### src/hw/rtl/amgd_pkg.sv
// shared types, codes and constants of the motion and gesture detector
package amgd_pkg;

    localparam int LEVEL_W    = 15;
    localparam int DEB_W      = 8;
    localparam int CFG_IDX_W  = 3;
    localparam int CFG_DATA_W = 16;

    // queue between classifier and event logic
    localparam int Q_DEPTH = 8;
    localparam int Q_PTR_W = 3;
    localparam int Q_CNT_W = 4;
    // words that can still be in the classifier when the input is stalled
    localparam int Q_SLACK = 3;

    // configuration register indexes
    localparam logic [CFG_IDX_W-1:0] CFG_FREE_FALL_LEVEL = 3'd0;
    localparam logic [CFG_IDX_W-1:0] CFG_THROW_LEVEL     = 3'd1;
    localparam logic [CFG_IDX_W-1:0] CFG_STILL_RMS_LEVEL = 3'd2;
    localparam logic [CFG_IDX_W-1:0] CFG_SHAKE_RMS_LEVEL = 3'd3;
    localparam logic [CFG_IDX_W-1:0] CFG_SHAKE_Z_LEVEL   = 3'd4;
    localparam logic [CFG_IDX_W-1:0] CFG_ORIENT_DEBOUNCE = 3'd5;
    localparam logic [CFG_IDX_W-1:0] CFG_SHAKE_DEBOUNCE  = 3'd6;
    localparam logic [CFG_IDX_W-1:0] CFG_SUPPRESS_LENGTH = 3'd7;

    // reset values of the registers
    localparam logic [LEVEL_W-1:0] RST_FREE_FALL_LEVEL = 15'd1229;
    localparam logic [LEVEL_W-1:0] RST_THROW_LEVEL     = 15'd6963;
    localparam logic [LEVEL_W-1:0] RST_STILL_RMS_LEVEL = 15'd41;
    localparam logic [LEVEL_W-1:0] RST_SHAKE_RMS_LEVEL = 15'd614;
    localparam logic [LEVEL_W-1:0] RST_SHAKE_Z_LEVEL   = 15'd2867;
    localparam logic [DEB_W-1:0]   RST_ORIENT_DEBOUNCE = 8'd5;
    localparam logic [DEB_W-1:0]   RST_SHAKE_DEBOUNCE  = 8'd2;
    localparam logic [DEB_W-1:0]   RST_SUPPRESS_LENGTH = 8'd2;

    // event codes
    localparam logic [3:0] EV_IDLE         = 4'd0;
    localparam logic [3:0] EV_THROW        = 4'd1;
    localparam logic [3:0] EV_FALL         = 4'd2;
    localparam logic [3:0] EV_UP           = 4'd3;
    localparam logic [3:0] EV_DOWN         = 4'd4;
    localparam logic [3:0] EV_LEFT         = 4'd5;
    localparam logic [3:0] EV_RIGHT        = 4'd6;
    localparam logic [3:0] EV_FORWARD      = 4'd7;
    localparam logic [3:0] EV_BACK         = 4'd8;
    localparam logic [3:0] EV_SHAKE_UD     = 4'd9;
    localparam logic [3:0] EV_SHAKE_UD_INV = 4'd10;
    localparam logic [3:0] EV_SHAKE_LR     = 4'd11;
    localparam logic [3:0] EV_SHAKE_FB     = 4'd12;

    localparam logic [3:0] ORIENT_EV [6] = '{EV_UP, EV_DOWN, EV_LEFT, EV_RIGHT,
                                            EV_FORWARD, EV_BACK};

    // weight classes
    localparam logic [1:0] WC_OVER   = 2'd0;
    localparam logic [1:0] WC_NORMAL = 2'd1;
    localparam logic [1:0] WC_LIGHT  = 2'd2;

    typedef struct packed {
        logic [LEVEL_W-1:0] free_fall_level;
        logic [LEVEL_W-1:0] throw_level;
        logic [LEVEL_W-1:0] still_rms_level;
        logic [LEVEL_W-1:0] shake_rms_level;
        logic [LEVEL_W-1:0] shake_z_level;
        logic [DEB_W-1:0]   orient_debounce;
        logic [DEB_W-1:0]   shake_debounce;
        logic [DEB_W-1:0]   suppress_length;
    } cfg_t;

    // classified sample, one word per accepted input
    typedef struct packed {
        logic       z_dom;
        logic       x_dom;
        logic       y_dom;
        logic       over;
        logic       light;
        logic       still;
        logic       shaking;
        logic [5:0] orient;   // up, down, left, right, forward, back
        logic       z_high;
        logic       z_low;
    } cls_t;

endpackage

### src/hw/rtl/amgd_queue.sv
// short queue of classified words between classifier and event logic
module amgd_queue (
    input  logic           clk,
    input  logic           rst_n,
    input  logic           push,
    input  amgd_pkg::cls_t push_word,
    input  logic           pop,
    output amgd_pkg::cls_t pop_word,
    output logic           q_valid,
    output logic           almost_full
);
    import amgd_pkg::*;

    cls_t                 mem_reg [Q_DEPTH];
    logic [Q_PTR_W-1:0]   wr_ptr_reg;
    logic [Q_PTR_W-1:0]   rd_ptr_reg;
    logic [Q_CNT_W-1:0]   count_reg;
    logic [Q_CNT_W-1:0]   count_next;

    always_comb
    begin
        count_next = count_reg;
        if (push && !pop)
        begin
            count_next = count_reg + 1'b1;
        end
        else if (pop && !push)
        begin
            count_next = count_reg - 1'b1;
        end
    end

    always_ff @(posedge clk or negedge rst_n)
    begin
        if (!rst_n)
        begin
            wr_ptr_reg <= '0;
            rd_ptr_reg <= '0;
            count_reg  <= '0;
        end
        else
        begin
            count_reg <= count_next;
            if (push)
            begin
                wr_ptr_reg <= wr_ptr_reg + 1'b1;
            end
            if (pop)
            begin
                rd_ptr_reg <= rd_ptr_reg + 1'b1;
            end
        end
    end

    always_ff @(posedge clk)
    begin
        if (push)
        begin
            mem_reg[wr_ptr_reg] <= push_word;
        end
    end

    assign pop_word = mem_reg[rd_ptr_reg];
    assign q_valid  = count_reg != '0;
    // room is kept for every word still inside the classifier
    assign almost_full = count_reg >= Q_CNT_W'(Q_DEPTH - Q_SLACK);

    a_no_overflow: assert property (@(posedge clk) disable iff (!rst_n)
        push && !pop |-> count_reg < Q_CNT_W'(Q_DEPTH))
        else $error("queue written while full");

    a_no_underflow: assert property (@(posedge clk) disable iff (!rst_n)
        pop |-> count_reg != '0)
        else $error("queue read while empty");

    a_count_bound: assert property (@(posedge clk) disable iff (!rst_n)
        almost_full |=> count_reg <= Q_CNT_W'(Q_DEPTH))
        else $error("queue count beyond depth");

endmodule

### config.mk
export PLATFORM = sky130hd
export DESIGN_NAME = amgd_queue
export DESIGN_NICKNAME = d
export VERILOG_FILES = /design/src/hw/rtl/amgd_pkg.sv /design/src/hw/rtl/amgd_queue.sv
export SDC_FILE = /design/constraint.sdc
export NUM_CORES = 1
export LEC_CHECK = 0
export BUFFER_PORTS_ARGS = -buffer_cell sky130_fd_sc_hd__buf_4
export CAP_MARGIN = 10
export CORE_AREA = 2 2 110 154
export CTS_BUF_LIST = sky130_fd_sc_hd__clkbuf_16
export DETAILED_ROUTE_END_ITERATION = 8
export DIE_AREA = 0 0 112 156
export PLACE_DENSITY = 0.52
export REMOVE_ABC_BUFFERS = 1
export SLEW_MARGIN = 10
export SYNTH_ARGS = -nofsm -noshare
export SYNTH_HDL_FRONTEND = slang
export SYNTH_SLANG_ARGS = --single-unit
export TNS_END_PERCENT = 100
### constraint.sdc
create_clock -name clk -period 2.5 [get_ports clk]
set_input_delay 0.25 -clock clk [delete_from_list [all_inputs] [get_ports clk]]
set_output_delay 0.25 -clock clk [all_outputs]
set_load 0.005 [all_outputs]
Word-level counts from Yosys, hierarchy flattened
Memory sizes are Yosys's and may differ from the RTL's. Index checks and enable logic that the tools add are counted.

Register bits after elaboration: 10. Bits in writable memories: 120. Input port bits: 19. Output and inout bits: 17. Word-level logic and storage cells: 19. Memories: 1.

$add $sub $neg: 4. Magnitude comparators: 1. Muxes and demuxes: 4. Reductions and logical operators: 6.

Memory list: mem_reg (depth 8, width 15, rd ports 1, clocked after Yosys merged registers in 0, wr ports 1, RTL line amgd_queue.sv:14) `cls_t mem_reg [Q_DEPTH];`.

Operators by type and width (number): 2-to-1 mux 4 bit (2); adder 3 x 1 -> 3 bit (second input constant) (2); adder 4 x 1 -> 4 bit (second input constant) (1); greater-or-equal comparator 4 x 3 -> 1 bit (second input constant) (1); nonzero test 4 bit (1); subtractor 4 x 1 -> 4 bit (second input constant) (1); logical AND 1 bit (2); zero test 1 bit (2); 2-to-1 mux 1 bit (2); nonzero test 2 bit (1).

Depth between registers and ports, before layout
Gate-level depths: netlist of the first run.

Depth after elaboration: 4. Depth in mapped cells: 7. Mapped depth without buffers: 7.

Worst setup path before layout of the first run
No wires, ideal clock.

Path kind: register to register. Start point: register wr_ptr_reg[1]. End point: memory mem_reg[0][0] (netlist bit) (enable). Library setup time: 0.406 ns. Arrival time: 1.640 ns. Required time: 2.094 ns. Path slack: 0.453 ns. Cell stages (with the launch flop): 3. Path buffers: 0. Period minus slack after synthesis: 2.047 ns. Path through: dfrtp_1 -> nand2b_1 -> nor3_1.

RTL lines: from (decl) (RTL line amgd_queue.sv:15) `logic [Q_PTR_W-1:0] wr_ptr_reg;`; from (signal assigned) (RTL line amgd_queue.sv:46) `wr_ptr_reg <= wr_ptr_reg + 1'b1;`; to (decl) (RTL line amgd_queue.sv:14).

No word-level cell before the write port.

==> flow_summary_export.csv, run 1 <==
group,metric,value,unit
run_status,status,"completed",
logic_synthesis,ys_seq_elements,130,
floorplanning,dieArea,17470,sq um
floorplanning,die_w,112,microns
flow_run,drv_cap,0,
routing,via_per_inst,4.832,
clocking,cts.htree.levels,4,
placed_design,postPlaceCellArea,5814,sq um
timing,worstMarginPinSlew,0.3312,ns
placed_design,place_inst,474,
timing,grt_setup_unrepaired,"false",
global_routing,antenna_found_initial,0,
clocking,post_cts_resize_count,0,
clocking,clock-root-buffer,"clkbuf_16",
clocking,clkLatencyLatePin,0.40,ns
timing,period_minus_slack,2.348,ns
routing,vias,2450,
routing,wl,9.867,mm
placed_design,portBuffers,35,
logic_synthesis,synth_area_leader_cell,"edfxtp_1",
logic_synthesis,synth_ff_type,"edfxtp_1",
timing,fmax,0.4259,GHz
critical_path,worstPathRequired,2.25,ns
timing,clock_skew,0.005878,ns
pwr,power_density,1189,nW/um^2
clocking,path_clk_slew,0.06,ns
floorplanning,io_pins,36,
floorplanning,die_height,156,microns
layout,areaGrowthSynthToFinish,23.71,%
clocking,post_cts_buffers,0,
logic_synthesis,yosys_warnings,0,
pwr,leakage,2.289,nW
routing,dr.pass1.iters,4,
layout,antennaDiodeCount,0,
global_routing,grt_pass1_vias,2643,
critical_path,path_class,"reg -> out",
floorplanning,row_count,55,
logic_synthesis,synth.most_common_cell,"edfxtp_1",
logic_synthesis,synthTopCellsByCount,"edfxtp_1 (120), mux4_1 (30), mux2_2 (18)",
timing,finalSetupTns,0,ns
layout,largest_reg_flops,120,
critical_path,start_kind,"flip-flop",
clocking,clockBufferDepth,2,
worst_hold_path,holdCritPathClass,"in -> reg",
layout,utilization,40.14,%
timing,worst_slack,0.1521,ns
logic_synthesis,syn_area_per_cell,22.33,sq um
floorplanning,initial_utilization,32.45,%
logic_synthesis,synth-edff-count,120,
clocking,postCtsHoldBufs,1,
logic_synthesis,ys_seq_area_share,73.75,%
timing,finalMaxSlewViolations,0,
layout,final_cell_area,6464,sq um
clocking,cts_buffers,17,
timing,fin_hold_ws,0.04935,ns
logic_synthesis,syn_inst,234,
timing,hold_viol,0,
timing,max_slew_margin,77.92,%
global_routing,overflow,0,
pwr,ir_drop,0.5122,mV
placed_design,dp_slack,0.5070,ns
clocking,cts_tree,"done",
routing,post_drt_wl_per_cell,19.46,microns
timing,setup_viol,0,
routing,drt-initial-drc-count,99,
layout,drive_gt1_share,32.14,%
layout,nFillCells,1469,
routing,drc_errors,0,
logic_synthesis,async_flop_share,7.692,%
routing,final_antenna_net_count,0,
pwr,p_total,7.687,mW
global_routing,grt_pass1_wl,15.10,mm
placed_design,hpwlAfterDp,5.924,mm
layout,final_cell_count_no_fill,507,
placed_design,gp_congestion,0.6578,
critical_path,crit_fanout,18,
layout,num-nets-final,320,
critical_path,end_kind,"output pin",
logic_synthesis,synth_top_area_share,68.97,%
clocking,cts_sinks,130,
logic_synthesis,synth.cell_area,5225,sq um
floorplanning,coreArea,16100,sq um
critical_path,arrival,2.10,ns
logic_synthesis,netlist-cell-type-count,26,
logic_synthesis,netlist_top_cells_area,"edfxtp_1 (69%), mux4_1 (15%), dfrtp_1 (4.8%)",
timing,finalCritPeriodShare,93.92,%
global_routing,grt_usage,12.13,%
global_routing,grt_max_degree,27,
final timing paths:
check | from | slack (ns) | depth (start not counted) | end
max | rd_ptr_reg[0]$_DFFE_PN0P_ | 0.15 | 4 | pop_word[10]
min | pop | 0.05 | 2 | rd_ptr_reg[0]$_DFFE_PN0P_
max reg2reg | count_reg[2]$_DFFE_PN0P_ | 0.90 | 4 | count_reg[3]$_DFFE_PN0P_
min reg2reg | rd_ptr_reg[2]$_DFFE_PN0P_ | 0.53 | 1 | rd_ptr_reg[2]$_DFFE_PN0P_
max in group asynchronous | rst_n | 2.15 | 2 | count_reg[3]$_DFFE_PN0P_
min in group asynchronous | rst_n | 0.21 | 2 | count_reg[2]$_DFFE_PN0P_
report_power, final:
| group | total (mW) | internal [mW] | switching, mW |
|---|---|---|---|
| Clock | 2.64 | 1.76 | 0.875 |
| Combinational | 2.11 | 1.17 | 0.941 |
| Sequential | 2.94 | 2.76 | 0.179 |
| Total | 7.69 | 5.69 | 1.99 |
cells in the final DEF, fill, tap and decap left out, drive strengths merged, types with 6 or more instances in the layout:
cell and n:
buf 50, clkbuf 17, clkinv 6, dfrtp 10, edfxtp 120, mux2 18, mux4 30, nand2 6
nor2 6
area by class of cell:
cell class                 count  area, sq um  share of cell area, %
inverter                       2        7.507                 0.1161
tap                          199        249.0                  3.852
multi-input combinational     93         1316                  20.36
timing repair buffer          51        397.9                  6.156
clock inverter                15        214.0                  3.310
sequential                   130         3854                  59.62
clock buffer                  17        425.4                  6.581
kinds of logic after synthesis:
family	synth area share, %
AO/OA/AOI/OAI	0.8859
XOR/XNOR	1.006
adder cells (fa/ha/maj)	1.580
buffers and inverters	1.245
flip-flops	73.75
multiplexers	19.16
AND/OR/NAND/NOR	2.371
critical path, stage by stage (launching register included):
cell and delay [ns]:
dfrtp_1 0.34, buf_4 0.32, mux4_1 0.62, mux2_2 0.28
buf_4 0.13
metal layers:
metal	GRT usage [%]	wire length [microns]
met1	12.87	3959
met4	5.401	135
met3	3.535	313
met5	0	0
met2	22.25	5458
Power figures use the tool's default switching activity.
==> run 2: changes to the inputs <==
PLACE_DENSITY = 0.54   (was 0.52)
clock period = 2.08 ns   (was 2.5 ns; I/O delays follow)
==> run 2 against run 1 <==
The run now ends with setup timing left. Cell count up 2.0%. Global-route usage increased by 0.17 points. Worst hold slack got worse by 0.014 ns. Die area unchanged. First-iteration DRC count rose by 47%. Total power rose by 25%. Register-to-register slack got worse by 0.48 ns. Cell area up 1.8%. Sequential power up 20%. Critical path depth unchanged. Sequential share of layout area fell by 1.0 points. Core utilization up 0.71 points.
==> flow_summary_export.csv, run 2 (synthesized netlist as in run 1, its figures left out) <==
group,metric,value,unit
timing,max_slew_margin,69.33,%
layout,final_cell_area,6579,sq um
routing,drc_errors,0,
flow_run,drv_cap,0,
pwr,power_density,1455,nW/um^2
pwr,leakage,2.323,nW
placed_design,portBuffers,35,
critical_path,start_kind,"flip-flop",
placed_design,gp_congestion,0.6776,
critical_path,end_kind,"output pin",
clocking,cts_buffers,17,
timing,worstMarginPinSlew,0.4584,ns
placed_design,postPlaceCellArea,5872,sq um
clocking,cts_sinks,130,
routing,wl,10.14,mm
placed_design,hpwlAfterDp,6.023,mm
layout,largest_reg_flops,120,
layout,antennaDiodeCount,0,
timing,finalMaxSlewViolations,0,
routing,final_antenna_net_count,0,
floorplanning,dieArea,17470,sq um
layout,multi_input_area,1294,sq um
critical_path,arrival,2.03,ns
layout,final_cell_count_no_fill,517,
timing,fin_hold_ws,0.03559,ns
layout,num-nets-final,331,
timing,worst_slack,-0.1539,ns
global_routing,overflow,0,
run_status,status,"complete, but fails checks",
critical_path,crit_fanout,8,
timing,clock_skew,0.01003,ns
timing,grt_setup_unrepaired,"true",
floorplanning,initial_utilization,32.45,%
routing,wl_met2,5.707,mm
routing,dr.pass1.iters,4,
routing,vias,2473,
critical_path,worstPathRequired,1.87,ns
timing,setup_viol,15,
layout,layout_common_cells,"edfxtp_1 (120), buf_4 (45), clkbuf_16 (17)",
clocking,cts_tree,"done",
critical_path,path_class,"reg -> out",
global_routing,antenna_found_initial,0,
timing,period_minus_slack,2.234,ns
timing,finalSetupTns,-1.783,ns
critical_path,r2r-end,"count_reg[3]$_DFFE_PN0P_",
floorplanning,die_height,156,microns
clocking,clkLatencyLatePin,0.41,ns
global_routing,grt_usage,12.30,%
clocking,clock-root-buffer,"clkbuf_16",
run_status,violations,"setup timing",
placed_design,place_inst,480,
clocking,clockBufferDepth,2,
worst_hold_path,min_path_cells,1,
placed_design,dp_slack,0.08734,ns
critical_path,ff2ff_path_depth,4,
worst_hold_path,worstHoldStart,"push_word[12]",
routing,post_drt_wl_per_cell,19.62,microns
floorplanning,die_w,112,microns
layout,final_common_cell,"edfxtp_1",
critical_path,r2r_setup_slack,0.42,ns
routing,drt-initial-drc-count,146,
global_routing,grt_pass1_wl,15.49,mm
global_routing,grt_pass1_vias,2728,
routing,met1Wirelength,3.919,mm
pwr,ir_drop,0.5289,mV
layout,drive_gt1_share,38.68,%
clocking,cts.htree.levels,4,
routing,top_layer_used,"met4",
global_routing,grt_max_degree,31,
layout,areaGrowthSynthToFinish,25.91,%
worst_hold_path,holdPathEnd,"mem_reg[5][12]$_DFFE_PP_",
timing,finalCritPeriodShare,107.4,%
timing,fmax,0.4476,GHz
timing,hold_viol,0,
routing,via_per_inst,4.783,
critical_path,r2r_start,"count_reg[2]$_DFFE_PN0P_",
floorplanning,io_pins,36,
routing,wl_met3,359,microns
worst_hold_path,holdCritPathClass,"in -> reg",
layout,register_area,3855,sq um
clocking,path_clk_slew,0.05,ns
layout,nFillCells,1450,
floorplanning,row_count,55,
floorplanning,coreArea,16100,sq um
-- run 2: area by class of cell --
| class | count | area share [%] |
|---|---|---|
| clock buffers | 17 | 6.466 |
| clock inverters | 14 | 2.472 |
| multi-input cells | 93 | 19.67 |
| flip-flops and latches | 130 | 58.60 |
| repair buffers | 62 | 8.901 |
| well taps | 199 | 3.785 |
| inverters | 2 | 0.1141 |
-- run 2: metal layers --
layer / vias to the layer above / GRT usage (%)
met5: - / 0
met2: 43 / 22.34
met4: 0 / 4.530
li1: 1129 / -
met3: 10 / 4.040
met1: 1291 / 13.37
-- run 2: worst max-delay path, stage by stage, from the launching register on --
cell     delay, ns
dfrtp_2       0.44
buf_6         0.18
mux4_1        0.55
mux2_2        0.31
buf_4         0.14
-- run 2: power breakdown --
| part | leakage, nW | internal, mW | switching (mW) |
|---|---|---|---|
| clock network | 0.280 | 1.87 | 1.05 |
| logic | 0.836 | 1.84 | 1.28 |
| registers | 1.21 | 3.32 | 0.210 |
-- run 2: how the worst max path moves through the flow --
stage | from | end | cells past startpoint
3_3_place_gp | pop | count_reg[3]$_DFFE_PN0P_ | 8
6_report | rd_ptr_reg[0]$_DFFE_PN0P_ | pop_word[14] | 4
5_1_grt | rd_ptr_reg[0]$_DFFE_PN0P_ | pop_word[0] | 4
2_1_floorplan | rd_ptr_reg[0]$_DFFE_PN0P_ | pop_word[0] | 2
4_1_cts | rd_ptr_reg[0]$_DFFE_PN0P_ | pop_word[14] | 4
3_5_place_dp | pop | count_reg[3]$_DFFE_PN0P_ | 8
-- run 2: what timing repair did --
action / 4_1_cts / 5_1_grt
cloned: 2 / 0
buffers inserted: 2 / 0
setup endpoints to repair: 15 / 15
hold buffers: 2 / 0
endpoints found under the hold margin: 11 / 0
gates resized for setup: 37 / 0
-- run 2: metrics by stage --
stage          power [mW]  util (%)
3_3_place_gp        6.214     36.46
6_report            9.572     40.85
2_1_floorplan       5.024         -
5_1_grt             10.04     40.85
4_1_cts             9.713     40.85
3_5_place_dp        6.258     36.46
