--- src/hw/rtl/amgd_pkg.sv ---
// shared types, codes and constants of the motion and gesture detector
package amgd_pkg;

    localparam int LEVEL_W    = 15;
    localparam int DEB_W      = 8;
    localparam int CFG_IDX_W  = 3;
    localparam int CFG_DATA_W = 16;

    // queue between classifier and event logic
    localparam int Q_DEPTH = 8;
    localparam int Q_PTR_W = 3;
    localparam int Q_CNT_W = 4;
    // words that can still be in the classifier when the input is stalled
    localparam int Q_SLACK = 3;

    // configuration register indexes
    localparam logic [CFG_IDX_W-1:0] CFG_FREE_FALL_LEVEL = 3'd0;
    localparam logic [CFG_IDX_W-1:0] CFG_THROW_LEVEL     = 3'd1;
    localparam logic [CFG_IDX_W-1:0] CFG_STILL_RMS_LEVEL = 3'd2;
    localparam logic [CFG_IDX_W-1:0] CFG_SHAKE_RMS_LEVEL = 3'd3;
    localparam logic [CFG_IDX_W-1:0] CFG_SHAKE_Z_LEVEL   = 3'd4;
    localparam logic [CFG_IDX_W-1:0] CFG_ORIENT_DEBOUNCE = 3'd5;
    localparam logic [CFG_IDX_W-1:0] CFG_SHAKE_DEBOUNCE  = 3'd6;
    localparam logic [CFG_IDX_W-1:0] CFG_SUPPRESS_LENGTH = 3'd7;

    // reset values of the registers
    localparam logic [LEVEL_W-1:0] RST_FREE_FALL_LEVEL = 15'd1229;
    localparam logic [LEVEL_W-1:0] RST_THROW_LEVEL     = 15'd6963;
    localparam logic [LEVEL_W-1:0] RST_STILL_RMS_LEVEL = 15'd41;
    localparam logic [LEVEL_W-1:0] RST_SHAKE_RMS_LEVEL = 15'd614;
    localparam logic [LEVEL_W-1:0] RST_SHAKE_Z_LEVEL   = 15'd2867;
    localparam logic [DEB_W-1:0]   RST_ORIENT_DEBOUNCE = 8'd5;
    localparam logic [DEB_W-1:0]   RST_SHAKE_DEBOUNCE  = 8'd2;
    localparam logic [DEB_W-1:0]   RST_SUPPRESS_LENGTH = 8'd2;

    // event codes
    localparam logic [3:0] EV_IDLE         = 4'd0;
    localparam logic [3:0] EV_THROW        = 4'd1;
    localparam logic [3:0] EV_FALL         = 4'd2;
    localparam logic [3:0] EV_UP           = 4'd3;
    localparam logic [3:0] EV_DOWN         = 4'd4;
    localparam logic [3:0] EV_LEFT         = 4'd5;
    localparam logic [3:0] EV_RIGHT        = 4'd6;
    localparam logic [3:0] EV_FORWARD      = 4'd7;
    localparam logic [3:0] EV_BACK         = 4'd8;
    localparam logic [3:0] EV_SHAKE_UD     = 4'd9;
    localparam logic [3:0] EV_SHAKE_UD_INV = 4'd10;
    localparam logic [3:0] EV_SHAKE_LR     = 4'd11;
    localparam logic [3:0] EV_SHAKE_FB     = 4'd12;

    localparam logic [3:0] ORIENT_EV [6] = '{EV_UP, EV_DOWN, EV_LEFT, EV_RIGHT,
                                            EV_FORWARD, EV_BACK};

    // weight classes
    localparam logic [1:0] WC_OVER   = 2'd0;
    localparam logic [1:0] WC_NORMAL = 2'd1;
    localparam logic [1:0] WC_LIGHT  = 2'd2;

    typedef struct packed {
        logic [LEVEL_W-1:0] free_fall_level;
        logic [LEVEL_W-1:0] throw_level;
        logic [LEVEL_W-1:0] still_rms_level;
        logic [LEVEL_W-1:0] shake_rms_level;
        logic [LEVEL_W-1:0] shake_z_level;
        logic [DEB_W-1:0]   orient_debounce;
        logic [DEB_W-1:0]   shake_debounce;
        logic [DEB_W-1:0]   suppress_length;
    } cfg_t;

    // classified sample, one word per accepted input
    typedef struct packed {
        logic       z_dom;
        logic       x_dom;
        logic       y_dom;
        logic       over;
        logic       light;
        logic       still;
        logic       shaking;
        logic [5:0] orient;   // up, down, left, right, forward, back
        logic       z_high;
        logic       z_low;
    } cls_t;

endpackage

--- src/hw/rtl/amgd_back.sv ---
// event logic: debounce counters, priorities, suppression and output register
module amgd_back #(
    parameter int COUNT_BITS = 8
) (
    input  logic           clk,
    input  logic           rst_n,
    input  logic           q_valid,
    input  amgd_pkg::cls_t q_word,
    output logic           pop,
    input  amgd_pkg::cfg_t cfg,
    output logic           out_valid,
    input  logic           out_stall,
    output logic [3:0]     event_code,
    output logic [1:0]     weight_status
);
    import amgd_pkg::*;

    localparam int DC_W = (COUNT_BITS > DEB_W) ? COUNT_BITS : DEB_W;
    localparam logic [COUNT_BITS-1:0] CNT_MAX = {COUNT_BITS{1'b1}};

    function automatic logic [COUNT_BITS-1:0] sat_inc(input logic [COUNT_BITS-1:0] c);
        return (c == CNT_MAX) ? c : c + 1'b1;
    endfunction

    function automatic logic meets(input logic [COUNT_BITS-1:0] c,
                                   input logic [DEB_W-1:0] deb);
        return DC_W'(c) >= DC_W'(deb);
    endfunction

    logic [COUNT_BITS-1:0] tc_reg, tc_next;
    logic [COUNT_BITS-1:0] fc_reg, fc_next;
    logic [COUNT_BITS-1:0] oc_reg [6];
    logic [COUNT_BITS-1:0] oc_next [6];
    logic [COUNT_BITS-1:0] sc_reg [3];
    logic [COUNT_BITS-1:0] sc_next [3];
    logic [DEB_W-1:0]      sup_reg, sup_next;
    logic [1:0]            wc_reg, wc_next;
    logic [3:0]            ev_next;
    logic                  out_valid_reg;
    logic [3:0]            ev_reg;
    logic [1:0]            ws_reg;

    logic                  done;
    logic                  orient_hit;
    logic                  shake_hit;

    assign pop = q_valid && (!out_valid_reg || !out_stall);

    always_comb
    begin
        tc_next    = tc_reg;
        fc_next    = fc_reg;
        sup_next   = sup_reg;
        wc_next    = wc_reg;
        ev_next    = EV_IDLE;
        done       = 1'b0;
        orient_hit = 1'b0;
        shake_hit  = 1'b0;
        for (int i = 0; i < 6; i++)
        begin
            oc_next[i] = oc_reg[i];
        end
        for (int i = 0; i < 3; i++)
        begin
            sc_next[i] = sc_reg[i];
        end

        // weight class, only when z carries the largest residual
        if (q_word.z_dom)
        begin
            if (q_word.over)
            begin
                wc_next = WC_OVER;
                tc_next = sat_inc(tc_reg);
                fc_next = '0;
            end
            else if (q_word.light)
            begin
                wc_next = WC_LIGHT;
                fc_next = sat_inc(fc_reg);
            end
            else
            begin
                wc_next = WC_NORMAL;
                tc_next = '0;
                fc_next = '0;
            end
        end

        if (fc_next != '0)
        begin
            ev_next  = (tc_next != '0) ? EV_THROW : EV_FALL;
            sup_next = cfg.suppress_length;
            tc_next  = '0;
            fc_next  = '0;
            done     = 1'b1;
        end

        if (!done)
        begin
            if (q_word.still)
            begin
                for (int i = 0; i < 6; i++)
                begin
                    oc_next[i] = q_word.orient[i] ? sat_inc(oc_reg[i]) : '0;
                end
            end
            for (int i = 0; i < 6; i++)
            begin
                if (!orient_hit && meets(oc_next[i], cfg.orient_debounce))
                begin
                    orient_hit = 1'b1;
                    ev_next    = ORIENT_EV[i];
                end
            end
            if (orient_hit)
            begin
                sup_next = cfg.suppress_length;
                for (int i = 0; i < 6; i++)
                begin
                    oc_next[i] = '0;
                end
                done = 1'b1;
            end
        end

        if (!done)
        begin
            if (sup_reg != '0)
            begin
                sup_next = sup_reg - 1'b1;
            end
            else if (!q_word.shaking)
            begin
                for (int i = 0; i < 3; i++)
                begin
                    sc_next[i] = '0;
                end
            end
            else
            begin
                if (q_word.z_dom)
                begin
                    sc_next[0] = sat_inc(sc_reg[0]);
                    sc_next[1] = '0;
                    sc_next[2] = '0;
                end
                else if (q_word.x_dom)
                begin
                    sc_next[0] = '0;
                    sc_next[1] = sat_inc(sc_reg[1]);
                    sc_next[2] = '0;
                end
                else if (q_word.y_dom)
                begin
                    sc_next[0] = '0;
                    sc_next[1] = '0;
                    sc_next[2] = sat_inc(sc_reg[2]);
                end

                shake_hit = 1'b1;
                if (meets(sc_next[0], cfg.shake_debounce))
                begin
                    // up-down shake needs raw z clearly off center
                    if (q_word.z_high)
                    begin
                        ev_next = EV_SHAKE_UD;
                    end
                    else if (q_word.z_low)
                    begin
                        ev_next = EV_SHAKE_UD_INV;
                    end
                end
                else if (meets(sc_next[1], cfg.shake_debounce))
                begin
                    ev_next = EV_SHAKE_LR;
                end
                else if (meets(sc_next[2], cfg.shake_debounce))
                begin
                    ev_next = EV_SHAKE_FB;
                end
                else
                begin
                    shake_hit = 1'b0;
                end
                if (shake_hit)
                begin
                    for (int i = 0; i < 3; i++)
                    begin
                        sc_next[i] = '0;
                    end
                end
            end
        end
    end

    always_ff @(posedge clk or negedge rst_n)
    begin
        if (!rst_n)
        begin
            tc_reg        <= '0;
            fc_reg        <= '0;
            sup_reg       <= '0;
            wc_reg        <= WC_NORMAL;
            out_valid_reg <= 1'b0;
            for (int i = 0; i < 6; i++)
            begin
                oc_reg[i] <= '0;
            end
            for (int i = 0; i < 3; i++)
            begin
                sc_reg[i] <= '0;
            end
        end
        else
        begin
            if (pop)
            begin
                tc_reg  <= tc_next;
                fc_reg  <= fc_next;
                sup_reg <= sup_next;
                wc_reg  <= wc_next;
                for (int i = 0; i < 6; i++)
                begin
                    oc_reg[i] <= oc_next[i];
                end
                for (int i = 0; i < 3; i++)
                begin
                    sc_reg[i] <= sc_next[i];
                end
                out_valid_reg <= 1'b1;
            end
            else if (!out_stall)
            begin
                out_valid_reg <= 1'b0;
            end
        end
    end

    always_ff @(posedge clk)
    begin
        if (pop)
        begin
            ev_reg <= ev_next;
            ws_reg <= wc_next;
        end
    end

    assign out_valid     = out_valid_reg;
    assign event_code    = ev_reg;
    assign weight_status = ws_reg;

    a_event_range: assert property (@(posedge clk) disable iff (!rst_n)
        out_valid_reg |-> ev_reg <= EV_SHAKE_FB)
        else $error("event code out of range");

    a_weight_range: assert property (@(posedge clk) disable iff (!rst_n)
        out_valid_reg |-> (ws_reg == WC_OVER || ws_reg == WC_NORMAL || ws_reg == WC_LIGHT))
        else $error("weight status out of range");

    a_suppress_load: assert property (@(posedge clk) disable iff (!rst_n)
        pop && (ev_next == EV_THROW || ev_next == EV_FALL)
            |=> sup_reg == $past(cfg.suppress_length) && tc_reg == '0 && fc_reg == '0)
        else $error("throw or fall did not arm suppression");

endmodule
--- config.mk ---
export PLATFORM = sky130hd
export DESIGN_NAME = amgd_back
export DESIGN_NICKNAME = d
export VERILOG_FILES = /design/src/hw/rtl/amgd_pkg.sv /design/src/hw/rtl/amgd_back.sv
export SDC_FILE = /design/constraint.sdc
export NUM_CORES = 1
export LEC_CHECK = 0
export BUFFER_PORTS_ARGS = -buffer_cell sky130_fd_sc_hd__buf_2
export CAP_MARGIN = 20
export CORE_MARGIN = 1
export CORE_UTILIZATION = 59
export DETAILED_ROUTE_END_ITERATION = 8
export PLACE_DENSITY = 0.87
export SLEW_MARGIN = 15
export SYNTH_ARGS = -nofsm -noshare
export SYNTH_HDL_FRONTEND = slang
export SYNTH_SLANG_ARGS = --single-unit
--- constraint.sdc ---
create_clock -name clk -period 5.5 [get_ports clk]
set_clock_uncertainty 0.2 [all_clocks]
set_input_delay 0.275 -clock clk [delete_from_list [all_inputs] [get_ports clk]]
set_output_delay 0.275 -clock clk [all_outputs]
set_load 0.05 [all_outputs]
# After elaboration in Yosys (flattened, before gate mapping)
# Index checks and enable logic that the tools add are counted.
[op_classes] add_sub_neg=12 order_cmp=9 n_eq_ne=12 muxes=84 n_bitwise=3 n_reduce_logical=19
[ops] operator="2-to-1 mux 8 bit" count=30
[ops] operator="2-to-1 mux 24 bit" count=8
[ops] operator="2-to-1 mux 48 bit" count=3
[ops] operator="adder 8 x 1 -> 8 bit (second input constant)" count=11
[ops] operator="== test 8 bit (second input constant)" count=11
[ops] operator="greater-or-equal comparator 8 bit" count=9
[ops] operator="2-to-1 mux 4 bit" count=15
[ops] operator="nonzero test 8 bit" count=3
[ops] operator="2-to-1 mux 1 bit" count=23
[ops] operator="2-to-1 mux 2 bit" count=5
[ops] operator="subtractor 8 x 1 -> 8 bit (second input constant)" count=1
[ops] operator="zero test 1 bit" count=7
[ops] operator="logical AND 1 bit" count=6
[ops] operator="inverter 1 bit" count=3
[ops] operator="AND reduction 3 bit" count=1
[ops] operator="!= test 2 bit (second input constant)" count=1
[ops] operator="AND reduction 2 bit" count=1
[ops] operator="logical OR 1 bit" count=1
[totals] reg_bits=105 inputBits=118 output_inout_bits=8

# Logic depth before layout (Yosys ltp)
[logic_depth] depth_word=43 mapped_depth=19

# Worst setup path before layout
# No wires, ideal clock.
[synth_path] path_type="flip-flop to flip-flop" from="register oc_reg[16] (netlist name)" to="register sc_reg[16] (netlist name)" arrival_ps=3854 required_ps=5205 setup_slack_ps=1350 stages_incl_launch_ff=19 synth_period_minus_slack_ps=4150 cell_sequence="dfrtp_1 -> ha_1 -> nand2_1 -> nor2_1 -> a21boi_0 -> nand4_1 -> xor2_1 -> nor2_1 -> ha_1 -> a21o_1 -> a2111oi_0 -> o21a_1 -> o2bb2a_1 -> clkbuf_1 -> nand3_1 -> or2_1 -> clkbuf_1 -> buf_2 -> o31ai_1"
[synth_between] elab_chain_cells=21 elab_cells_between_ends=22 classes_between="add/sub: 1; order compare: 1; eq/ne: 1; mux: 12; bitwise: 1; reduce/logical: 6"
[synth_rtl] item="start, declared" line="amgd_back.sv:32" source="logic [COUNT_BITS-1:0] oc_reg [6];"
[synth_rtl] item="start signal, assigned by index" line="amgd_back.sv:225" source="oc_reg[i] <= oc_next[i];"
[synth_rtl] item="adder 8 x 1 -> 8 bit / == test 8 bit (equally long branches)" line="amgd_back.sv:22" source="return (c == CNT_MAX) ? c : c + 1'b1;"
[synth_rtl] item="2-to-1 mux 8 bit" line="amgd_back.sv:22"
[synth_rtl] item="2-to-1 mux 8 bit" line="amgd_back.sv:105" source="oc_next[i] = q_word.orient[i] ? sat_inc(oc_reg[i]) : '0;"
[synth_rtl] item="2-to-1 mux 48 bit *" line="amgd_back.sv:101" source="if (q_word.still)"
[synth_rtl] item="2-to-1 mux 48 bit *" line="amgd_back.sv:99" source="if (!done)"
[synth_rtl] item="greater-or-equal comparator 8 bit *" line="amgd_back.sv:27" source="return DC_W'(c) >= DC_W'(deb);"
[synth_rtl] item="logical AND 1 bit *" line="amgd_back.sv:110" source="if (!orient_hit && meets(oc_next[i], cfg.orient_debounce))"
[synth_rtl] item="2-to-1 mux 1 bit *" line="amgd_back.sv:110"
[synth_rtl] item="(+5 left out)"
[synth_rtl] item="zero test 1 bit" line="amgd_back.sv:110"
[synth_rtl] item="logical AND 1 bit" line="amgd_back.sv:110"
[synth_rtl] item="2-to-1 mux 1 bit *" line="amgd_back.sv:110"
[synth_rtl] item="2-to-1 mux 1 bit *" line="amgd_back.sv:99"
[synth_rtl] item="2-to-1 mux 1 bit *" line="amgd_back.sv:116" source="if (orient_hit)"
[synth_rtl] item="2-to-1 mux 1 bit *" line="amgd_back.sv:99"
[synth_rtl] item="inverter 1 bit (no source line) *"
[synth_rtl] item="AND reduction 3 bit (no source line) *"
[synth_rtl] item="end signal, assigned by index" line="amgd_back.sv:229" source="sc_reg[i] <= sc_next[i];"
[synth_rtl] item="end, declared" line="amgd_back.sv:34" source="logic [COUNT_BITS-1:0] sc_reg [3];"
# Every way passes the cells marked *; elsewhere a longest branch is shown, timed or not. The select of a mux whose other input is x is not followed.
# A chain may end at the register's enable or synchronous reset.

# Worst setup path in the final report
[layout_path] from="register oc_reg[16] (netlist name)" to="register sc_reg[10] (netlist name)"
# Same word-level chain as after synthesis.

==> impl_metrics.py <==
metrics = {
    "logic_synthesis": {
        "synth_seq_cells": 105,
        "synth_top_area_frac": 0.294,
        "synth_edf_count": 6,
        "yosysTopAreaCell": "dfrtp_1",
        "async_reset_ff_frac": 0.943,
        "syn_avg_cell_area_sq_um": 8.24,
        "synth_warnings": 0,
        "synth_top_flop_cell": "dfrtp_1",
        "synth_area_sq_um": 8350,
        "synth_nets": 1216,
        "synth_area_leaders": "dfrtp_1 29%, ha_1 13%, nand2_1 6.2%",
        "synth.distinct_cells": 70,
        "syn_inst": 1013,
        "ys_seq_area_frac": 0.318,
    },
    "sta": {
        "post-route-period-util": 0.870,
        "min_period_ns": 4.79,
        "grt_setup_unrepaired": "no",
        "fmax_mhz": 209,
        "fin_tns_setup_ns": 0,
        "tightestPinTransition_ns": 0.951,
        "slew_violations": 0,
        "hold_viol": 0,
        "setup_violations": 0,
        "slew_headroom": 0.365,
    },
    "cts": {
        "clockBufferDepth": 2,
        "clk_latency_ns": 0.37,
        "cts_htree_levels": 3,
        "cts_root_buf": "clkbuf_16",
        "cts_tree": "built",
        "cts_buffers": 9,
        "clkTransAtPathRegs_ns": 0.07,
        "cts_setup_buffers": 0,
        "clkSinkCount": 105,
    },
    "final_layout": {
        "multi_input_area_sq_um": 5350,
        "final.fill_count": 1122,
        "final_cell_mix": "137 x nand2_1, 98 x dfrtp_1, 93 x o21ai_0",
        "antennaDiodeCount": 0,
        "layout_commonest_cell": "nand2_1",
        "syn_to_final_growth_pct": 8.89,
        "largest_reg_flops": 48,
        "seq_area_sq_um": 2660,
        "nNetsFinal": 1246,
        "drive_gt1_frac": 0.0887,
        "finish.instance_area_sq_um": 9090,
    },
    "route": {
        "viasPerCell": 6.39,
        "vias": 7853,
        "dr.pass1.iters": 5,
        "drt_iter0_drc": 770,
        "totalWireLength_microns": 20500,
        "avgRoutedWirePerCell_microns": 16.7,
        "final_antenna_net_count": 0,
        "drc": 0,
    },
    "global_routing": {
        "grt-ovfl-total": 0,
        "grtUsageMet3": 0.0522,
        "grt_pass1_wl_microns": 34000,
        "grt_pass1_vias": 7168,
        "grt.met1_usage": 0.382,
        "antenna_found_initial": 0,
        "grt.total_usage": 0.291,
        "grt_max_degree": 68,
        "met2_usage": 0.482,
        "busiest_layer": "met2",
    },
    "setup_path": {
        "cp.required_ns": 5.54,
        "critPathSlowestCell": "or2_1",
        "worstPathCellList": "ha_1 -> nand2_1 -> nor2_1 -> a21boi_0 -> nand4_1 -> xor2_1 -> nor2_1 -> ha_1 -> a21o_1 -> a2111oi_0 -> o21a_1 -> o2bb2a_1 -> nand3_2 -> or2_1 -> o41ai_1",
        "worst-r2r-cell-count": 15,
        "start_kind": "flop",
        "max_stage_delay_ns": 0.56,
        "arrival_ns": 4.83,
        "path_max_fanout": 24,
        "critPathKind": "reg -> reg",
        "end_kind": "flop",
    },
    "power": {
        "power_density_nw_per_um2": 245,
        "max-vdd-ir-drop_mv": 0.180,
        "p_leak_nw": 4.26,
    },
    "placed_design": {
        "hpwl_microns": 14500,
        "portBuffers": 50,
        "dpl_cell_area_sq_um": 8730,
        "place.gp.congestion": 0.886,
    },
    "floorplan": {
        "core_area_sq_um": 13800,
        "rows": 43,
        "io_pins": 126,
        "initial_core_util": 0.604,
        "die-height_microns": 121,
        "dieArea_sq_um": 14600,
        "die_x_microns": 121,
    },
    "min_path": {
        "hp-class": "in -> reg",
        "worstHoldPathCells": 3,
    },
    "status": {
        "status": "completed",
    },
    "run": {
        "drv_cap": 0,
    },
}
-- path summary, 6_finish.rpt --
path	startpoint	to	slack (ns)
setup / recovery	oc_reg[16]	sc_reg[10]	0.71
hold / removal	cfg[0]	sup_reg[0]	0.02
setup reg to reg	oc_reg[16]	sc_reg[10]	0.71
hold reg to reg	wc_reg[0]	wc_reg[0]	0.30
max in group asynchronous	rst_n	sc_reg[12]	3.70
min in group asynchronous	rst_n	oc_reg[37]	0.28
-- final cells by class --
| cell class | count | area share |
|---|---|---|
| tap | 180 | 0.0248 |
| timing repair buffer | 69 | 0.0457 |
| multi-input combinational | 815 | 0.588 |
| sequential | 105 | 0.292 |
| inverter | 43 | 0.0178 |
| clock inverter | 5 | 0.00440 |
| clock buffer | 11 | 0.0267 |
-- synthesized netlist by cell type (3+ instances only) --
master and n:
ha_1 85, mux2i_1 17, nor2b_1 10, dfrtp_1 98
a31oi_1 14, a21oi_1 33, o31ai_1 22, clkbuf_1 42
a221oi_1 5, o41ai_1 25, nor4_1 6, a211o_1 4
and2_1 16, nand4_1 31, edfxtp_1 6, a2111oi_0 4
nor2_1 75, nand3_1 38, and4_1 3, a41o_1 6
inv_1 43, nor3_1 22, and3_1 18, or2_2 6
a2bb2oi_1 3, a41oi_1 5, or3_1 8, a21o_1 15
buf_1 3, o2111ai_1 3, o22ai_1 5, nand2b_1 19
xnor2_1 8, a211oi_1 3, nand2_1 137, xor2_1 21
or4_1 3, o21ai_0 93, buf_2 3, a22o_1 5
o21a_1 10, a221o_1 4
-- repair_timing --
| item | 4_1_cts | 5_1_grt |
|---|---|---|
| resized for setup | 0 | 0 |
| endpoints found under the hold margin | 52 | 0 |
| endpoints found under the setup margin | 0 | 0 |
| hold buffers | 8 | 0 |
-- cells by family after synthesis --
family,Yosys count,synth area share
AO/OA/AOI/OAI,280,0.226
XOR/XNOR,29,0.0304
adder cells (fa/ha/maj),85,0.127
buffers and inverters,93,0.0426
flip-flops,105,0.318
multiplexers,18,0.0217
AND/OR/NAND/NOR,403,0.234
-- per-layer routing --
layer | vias to the layer above | wire length (microns)
li1 | 3807 | -
met1 | 3719 | 8960
met2 | 288 | 9860
met3 | 39 | 1250
met4 | 0 | 449
met5 | - | 0
-- stage by stage --
step            util  hold slack, ns  cells  total power, mW  setup WS, ns
5_1_grt        0.657          0.0505   1228             2.35         0.340
3_3_place_gp   0.631           0.132   1204             1.56         0.897
6_report       0.657          0.0242   1228             2.23         0.713
2_1_floorplan      -          -0.221   1013             1.41          1.35
4_1_cts        0.657          0.0167   1228             2.23         0.755
3_5_place_dp   0.631           0.132   1204             1.60         0.770
-- critical path, delay by kind of cell (launching register included) --
kind,cells,cell delay [ns]
fa+ha+maj,2,0.55
xor+xnor,1,0.20
simple gates,6,1.14
flops,1,0.42
compound gates,6,2.15
-- report_power, final --
group / internal (mW) / total (mW) / leakage, nW / switching [mW]
Combinational: 0.236 / 0.625 / 2.73 / 0.388
Clock: 0.324 / 0.632 / 0.140 / 0.307
Sequential: 0.869 / 0.971 / 1.39 / 0.102
(Power assumes the default switching activity.)
